File: src/rtl/core/afne_pkg.sv
// ----------------------------------------------------------------------------
// ADAT frame NRZI encoder package
// Frame layout constants and the per-channel lane result type.
// ----------------------------------------------------------------------------
package afne_pkg;

    localparam int NUM_CH      = 8;
    localparam int SAMPLE_W    = 24;
    localparam int NIBBLES     = SAMPLE_W / 4;
    localparam int CH_BITS     = 1 + NIBBLES * 5 - 1;
    localparam int SYNC_BITS   = 10;
    localparam int FRAME_BITS  = 256;
    localparam int PAD_BITS    = FRAME_BITS - SYNC_BITS - NUM_CH * CH_BITS;
    localparam int BYTE_W      = 8;
    localparam int FRAME_BYTES = FRAME_BITS / BYTE_W;
    localparam int CNT_W       = $clog2(FRAME_BYTES);
    localparam int IN_W        = NUM_CH * SAMPLE_W;

    // Line bits of one channel relative to a starting level of zero, and the
    // overall toggle parity of that channel.
    typedef struct packed {
        logic [CH_BITS-1:0] rel;
        logic               parity;
    } lane_t;

endpackage

File: src/rtl/core/afne_lane.sv
// ----------------------------------------------------------------------------
// ADAT encoder channel lane
// Builds the 30-bit pre-coding pattern of one channel and its NRZI line bits
// relative to a starting level of zero.
// ----------------------------------------------------------------------------
module afne_lane
    import afne_pkg::*;
(
    input  logic [SAMPLE_W-1:0] sample,
    output lane_t               lane
);

    logic [CH_BITS-1:0] pattern;
    logic [CH_BITS-1:0] rel;

    always_comb
    begin
        pattern    = '0;
        pattern[0] = 1'b1;
        for (int n = 0; n < NIBBLES; n++)
        begin
            for (int b = 0; b < 4; b++)
            begin
                pattern[1 + 5 * n + b] = sample[SAMPLE_W - 1 - 4 * n - b];
            end
            if (n < NIBBLES - 1)
            begin
                pattern[5 + 5 * n] = 1'b1;
            end
        end

        // Running XOR gives the level after each bit, starting from zero.
        rel[0] = pattern[0];
        for (int j = 1; j < CH_BITS; j++)
        begin
            rel[j] = rel[j-1] ^ pattern[j];
        end
    end

    assign lane.rel    = rel;
    assign lane.parity = rel[CH_BITS-1];

endmodule

File: src/rtl/core/afne_merge.sv
// ----------------------------------------------------------------------------
// ADAT encoder lane merge
// Chains the lane parities to find each channel's starting level and
// assembles the full 256-bit line frame with sync and pad.
// ----------------------------------------------------------------------------
module afne_merge
    import afne_pkg::*;
(
    input  lane_t                 lanes [NUM_CH],
    input  logic                  level_in,
    output logic [FRAME_BITS-1:0] frame,
    output logic                  level_out
);

    logic lvl;

    always_comb
    begin
        // The sync's leading one toggles the incoming level.
        lvl = ~level_in;
        frame = '0;
        frame[SYNC_BITS-1:0] = {SYNC_BITS{lvl}};
        for (int c = 0; c < NUM_CH; c++)
        begin
            frame[SYNC_BITS + CH_BITS * c +: CH_BITS] = lanes[c].rel ^ {CH_BITS{lvl}};
            lvl = lvl ^ lanes[c].parity;
        end
        frame[FRAME_BITS-1 -: PAD_BITS] = {PAD_BITS{lvl}};
        level_out = lvl;
    end

endmodule

File: src/rtl/core/afne_serializer.sv
// ----------------------------------------------------------------------------
// ADAT encoder byte serializer
// Holds one coded frame and sends it out one byte per beat, earliest byte
// first, marking the last byte of the frame.
// ----------------------------------------------------------------------------
module afne_serializer
    import afne_pkg::*;
(
    input  logic                  clk,
    input  logic                  rst_n,
    input  logic [FRAME_BITS-1:0] frame,
    input  logic                  load,
    output logic                  load_ok,
    output logic                  m_tvalid,
    input  logic                  m_tready,
    output logic [BYTE_W-1:0]     m_tdata,
    output logic                  m_tlast
);

    logic [FRAME_BITS-1:0] frame_reg;
    logic [FRAME_BITS-1:0] frame_next;
    logic [CNT_W-1:0]      cnt_reg;
    logic [CNT_W-1:0]      cnt_next;
    logic                  valid_reg;
    logic                  valid_next;
    logic                  last;
    logic                  beat;

    assign last     = (cnt_reg == CNT_W'(FRAME_BYTES - 1));
    assign beat     = valid_reg && m_tready;
    // A new frame may enter as soon as the last byte of the current one goes.
    assign load_ok  = !valid_reg || (beat && last);
    assign m_tvalid = valid_reg;
    assign m_tdata  = frame_reg[BYTE_W-1:0];
    assign m_tlast  = last;

    always_comb
    begin
        frame_next = frame_reg;
        cnt_next   = cnt_reg;
        valid_next = valid_reg;
        if (load)
        begin
            frame_next = frame;
            cnt_next   = '0;
            valid_next = 1'b1;
        end
        else if (beat)
        begin
            frame_next = frame_reg >> BYTE_W;
            cnt_next   = cnt_reg + 1'b1;
            if (last)
            begin
                valid_next = 1'b0;
            end
        end
    end

    always_ff @(posedge clk or negedge rst_n)
    begin
        if (!rst_n)
        begin
            cnt_reg   <= '0;
            valid_reg <= 1'b0;
        end
        else
        begin
            cnt_reg   <= cnt_next;
            valid_reg <= valid_next;
        end
    end

    always_ff @(posedge clk)
    begin
        frame_reg <= frame_next;
    end

endmodule

File: src/rtl/core/adat_frame_nrzi_encoder.sv
// ----------------------------------------------------------------------------
// ADAT frame NRZI encoder
// Eight-channel sample frame in, 32 NRZI-coded line bytes out.
// ----------------------------------------------------------------------------
// Each input beat carries eight 24-bit samples and produces one 256-bit
// NRZI line frame, delivered as 32 output beats of one byte each, earliest
// line bit in bit 0, with tlast on the 32nd byte. The byte-wide output port
// sets the throughput. Eight channel lanes code their samples in parallel
// into a register stage; the merge applies the carried line level as the
// frame enters the serializer, so the first byte is offered from the
// serializer's frame register after the frame has passed the lane register
// stage. A second frame is taken in while the previous one is still being
// sent. The line level resets to zero and carries across frames.
// ----------------------------------------------------------------------------
module adat_frame_nrzi_encoder
    import afne_pkg::*;
(
    input  logic              clk,
    input  logic              rst_n,
    input  logic              s_tvalid,
    output logic              s_tready,
    input  logic [IN_W-1:0]   s_tdata,   // sample_ch0 .. sample_ch7, 24 bits each
    output logic              m_tvalid,
    input  logic              m_tready,
    output logic [BYTE_W-1:0] m_tdata,   // frame_byte
    output logic              m_tlast    // last_byte
);

    lane_t                 lanes     [NUM_CH];
    lane_t                 lanes_reg [NUM_CH];
    logic                  stg_valid_reg;
    logic                  stg_valid_next;
    logic                  level_reg;
    logic                  level_next;
    logic                  level_out;
    logic [FRAME_BITS-1:0] frame;
    logic                  load;
    logic                  load_ok;
    logic                  in_beat;

    for (genvar c = 0; c < NUM_CH; c++)
    begin : g_lane
        afne_lane u_lane (
            .sample (s_tdata[SAMPLE_W * c +: SAMPLE_W]),
            .lane   (lanes[c])
        );
    end

    afne_merge u_merge (
        .lanes     (lanes_reg),
        .level_in  (level_reg),
        .frame     (frame),
        .level_out (level_out)
    );

    afne_serializer u_ser (
        .clk      (clk),
        .rst_n    (rst_n),
        .frame    (frame),
        .load     (load),
        .load_ok  (load_ok),
        .m_tvalid (m_tvalid),
        .m_tready (m_tready),
        .m_tdata  (m_tdata),
        .m_tlast  (m_tlast)
    );

    assign load     = stg_valid_reg && load_ok;
    assign s_tready = !stg_valid_reg || load;
    assign in_beat  = s_tvalid && s_tready;

    always_comb
    begin
        stg_valid_next = stg_valid_reg;
        if (in_beat)
        begin
            stg_valid_next = 1'b1;
        end
        else if (load)
        begin
            stg_valid_next = 1'b0;
        end
        level_next = load ? level_out : level_reg;
    end

    always_ff @(posedge clk or negedge rst_n)
    begin
        if (!rst_n)
        begin
            stg_valid_reg <= 1'b0;
            level_reg     <= 1'b0;
        end
        else
        begin
            stg_valid_reg <= stg_valid_next;
            level_reg     <= level_next;
        end
    end

    always_ff @(posedge clk)
    begin
        if (in_beat)
        begin
            lanes_reg <= lanes;
        end
    end

endmodule

File: config.mk
export PLATFORM = sky130hd
export DESIGN_NAME = adat_frame_nrzi_encoder
export DESIGN_NICKNAME = d
export VERILOG_FILES = /design/src/rtl/core/afne_pkg.sv /design/src/rtl/core/afne_lane.sv /design/src/rtl/core/afne_merge.sv /design/src/rtl/core/afne_serializer.sv /design/src/rtl/core/adat_frame_nrzi_encoder.sv
export SDC_FILE = /design/constraint.sdc
export NUM_CORES = 1
export LEC_CHECK = 0
export BUFFER_PORTS_ARGS = -buffer_cell sky130_fd_sc_hd__buf_2
export CORE_ASPECT_RATIO = 0.75
export CORE_UTILIZATION = 50
export CTS_CLUSTER_DIAMETER = 60
export CTS_CLUSTER_SIZE = 10
export DETAILED_ROUTE_END_ITERATION = 7
export GPL_TIMING_DRIVEN = 0
export HOLD_SLACK_MARGIN = 0.15
export PLACE_DENSITY = 0.73
export SETUP_SLACK_MARGIN = 0.2
export SLEW_MARGIN = 0
export SYNTH_ARGS = -nofsm -noshare
export SYNTH_HDL_FRONTEND = slang
export SYNTH_HIERARCHICAL = 1
export SYNTH_SLANG_ARGS = --single-unit
File: constraint.sdc
create_clock -name clk -period 9.24 [get_ports clk]
set_input_delay 0.462 -clock clk [delete_from_list [all_inputs] [get_ports clk]]
set_output_delay 0.462 -clock clk [all_outputs]
set_load 0.005 [all_outputs]
==> impl_metrics.tcl <==
set metrics [dict create \
    wl_per_cell_um 17.7 \
    min_period_over_period_pct 37.8 \
    cts.sinks 512 \
    ys_warn_count 6 \
    core_area_um2 51800 \
    drc_errors 0 \
    drive_gt1_share_pct 36.0 \
    leakage_nw 11.4 \
    finalNetCount 2028 \
    irDropWorstVdd_v 0.000185 \
    die_width_um 267 \
    grt_max_degree 67 \
    die_area_um2 53600 \
    synth_nets 1744 \
    worst_slew_pin_slew_ns 0.822 \
    p_total_mw 9.54 \
    port_buffers 206 \
    syn_avg_cell_area_um2 17.0 \
    die_h_um 201 \
    ctsResizeCount 0 \
    async_reset_ff_share_pct 1.56 \
    syn_area_um2 26300 \
    critPathCaptureType "register" \
    syn_inst 1546 \
    netlist_top_cells_count "edfxtp_1 (504), xnor2_1 (355), mux2_2 (193)" \
    fillers 3907 \
    cts_root_buf "clkbuf_16" \
    post-route-min-period_ns 3.49 \
    grt_overflow 0 \
    finalWirelength_um 45100 \
    hold_class "in2reg" \
    rows 72 \
    yosysTopAreaCell "edfxtp_1" \
    power_density_nw_per_um2 316 \
    setup_ws_ns 5.75 \
    startpoint "u_ser/cnt_reg[0]$_DFFE_PN0P_" \
    path_clk_slew_ns 0.06 \
    whs_ns 0.196 \
    vias_per_cell 4.89 \
    postPlaceCellArea_um2 28500 \
    rsz0062_at_grt "no" \
    fin_cells 2552 \
    final-setup-viol-count 0 \
    grt_pass1_vias 13300 \
    yosysSeqAreaShare_pct 58.2 \
    report.final.slew_viol_count 0 \
    synth_edf_count 504 \
    gp_congestion 0.791 \
    cap_violations 0 \
    critPathKind "reg2reg" \
    worstPathArrival_ns 3.75 \
    first_iter_violations 722 \
    fmax_mhz 286 \
    detail-route-antenna-nets 0 \
    crit_path_max_fanout 63 \
    dp_slack_ns 5.78 \
    cts_hold_buf 11 \
    ys_ff_latch 512 \
    cts_buffers 57 \
    post-place-cells 2463 \
    ys_types 31 \
    antenna_found_initial 2 \
    synth.top_cell.area_share_pct 57.5 \
    yosysMostFrequentCell "edfxtp_1" \
    post-route-cell-area_um2 30200 \
    synth_flop_cell "edfxtp_1" \
    initial_utilization_pct 50.9 \
    ios 207 \
    first_pass_iters 5 \
    cts_setup_buffers 0 \
    clock_skew_ns 0.0266 \
    vias 12500 \
    track_usage_pct 17.4 \
    cts_tree "yes" \
    status "complete, no violations" \
    required_ns 9.49 \
    yosys-top-cells-area "edfxtp_1 (57%), xnor2_1 (12%), mux2_2 (8.3%)" \
    clock_latency_ns 0.60 \
    place_hpwl_um 31500 \
    min_from "s_tdata[94]" \
    h-tree-depth 2 \
    largest_reg_flops 256 \
    slew_headroom_pct 45.2 \
    critPathLaunchType "register" \
    cts_buffer_depth 3 \
    reg2reg_from "u_ser/cnt_reg[0]$_DFFE_PN0P_" \
    grt_pass1_wl_um 72500 \
    syn2layout_area_growth_pct 14.5 \
    timing_hold_violations_final 0 \
]
## area by class of cell
cell class | count | area, um2 | share of cell area, %
Multi-Input combinational cell | 896 | 10200 | 33.8
Tap cell | 703 | 880 | 2.92
Clock inverter | 4 | 46.3 | 0.153
Buffer | 97 | 663 | 2.20
Sequential cell | 512 | 15300 | 50.8
Antenna cell | 3 | 7.51 | 0.0249
Clock buffer | 71 | 1520 | 5.04
Timing Repair Buffer | 225 | 1360 | 4.51
Inverter | 41 | 154 | 0.510
## worst max-delay path: stages, from the launching register on
cell and delay [ns]:
dfrtp_1 0.39, ha_1 0.19, and3_1 0.17, ha_1 0.17, nand2_1 0.06, nand2_1 0.10
and2_4 0.22, buf_2 0.25, buf_6 0.24, buf_6 0.18, or2b_4 0.38, buf_16 0.33
buf_16 0.33
## cell usage in the layout (no fill, tap or decap), types with 2 or more instances in the layout
cell and instances:
a21oi_1 3, and2_1 8, and2_4 2, buf_1 6
buf_16 8, buf_2 235, buf_4 50, buf_6 10
clkbuf_1 14, clkbuf_16 59, clkinv_1 2, conb_1 8
dfrtp_1 8, diode_2 3, dlygate4sd3_1 11, edfxtp_1 504
ha_1 2, inv_1 41, mux2_2 193, mux2_4 56
nand2_1 5, nand2b_1 3, nand3_1 4, nor2_1 2
xnor2_1 355, xnor2_4 8, xnor3_1 57, xnor3_2 24
xor2_1 135, xor2_2 9, xor3_1 10, xor3_2 8
## kinds of logic (layout without fill, tap and decap cells)
family | Yosys count | after routing | share of synthesized area (%)
adder cells (fa/ha/maj) | 2 | 2 | 0.0950
other | 8 | 11 | 0.114
XOR/XNOR | 606 | 606 | 26.4
buffers and inverters | 138 | 438 | 3.10
flip-flops | 512 | 512 | 58.2
AND/OR/NAND/NOR | 27 | 27 | 0.570
multiplexers | 249 | 249 | 11.4
AO/OA/AOI/OAI | 4 | 4 | 0.0760
## power by group
part | switching (mW) | leakage, nW | total, mW | internal, mW
Sequential | 0.166 | 4.87 | 3.56 | 3.39
Combinational | 1.87 | 5.80 | 3.99 | 2.12
Clock | 0.840 | 0.763 | 2.00 | 1.16
## routing by layer
metal  GRT usage, %  wire length, um  share of wire (%)  up-vias
met1           25.2            21200                 47     6218
met5              0                0                  0        -
li1               -                -                  -     5982
met3           3.03             1930                4.3       61
met4           5.17              908                2.0        0
met2           27.1            21100                 47      228
## through the flow
step           TNS [ns]  util [%]
6_report              0      58.2
4_1_cts               0      58.2
5_1_grt               0      58.2
2_1_floorplan         0         -
3_3_place_gp    -547.61      54.5
3_5_place_dp          0      55.0
## worst paths after layout
check,endpoint,slack (ns),cells past startpoint
worst max-delay path,u_ser/frame_reg[13]$_DFFE_PP_,5.75,12
worst min-delay path,lanes_reg[127]$_DFFE_PP_,0.20,2
worst max register to register,u_ser/frame_reg[13]$_DFFE_PP_,5.75,12
worst min register to register,u_ser/frame_reg[136]$_DFFE_PP_,0.54,1
max in group asynchronous,u_ser/cnt_reg[2]$_DFFE_PN0P_,8.82,2
min in group asynchronous,level_reg$_DFFE_PN0P_,0.24,2
No activity file was read; power rests on OpenSTA's default activity.
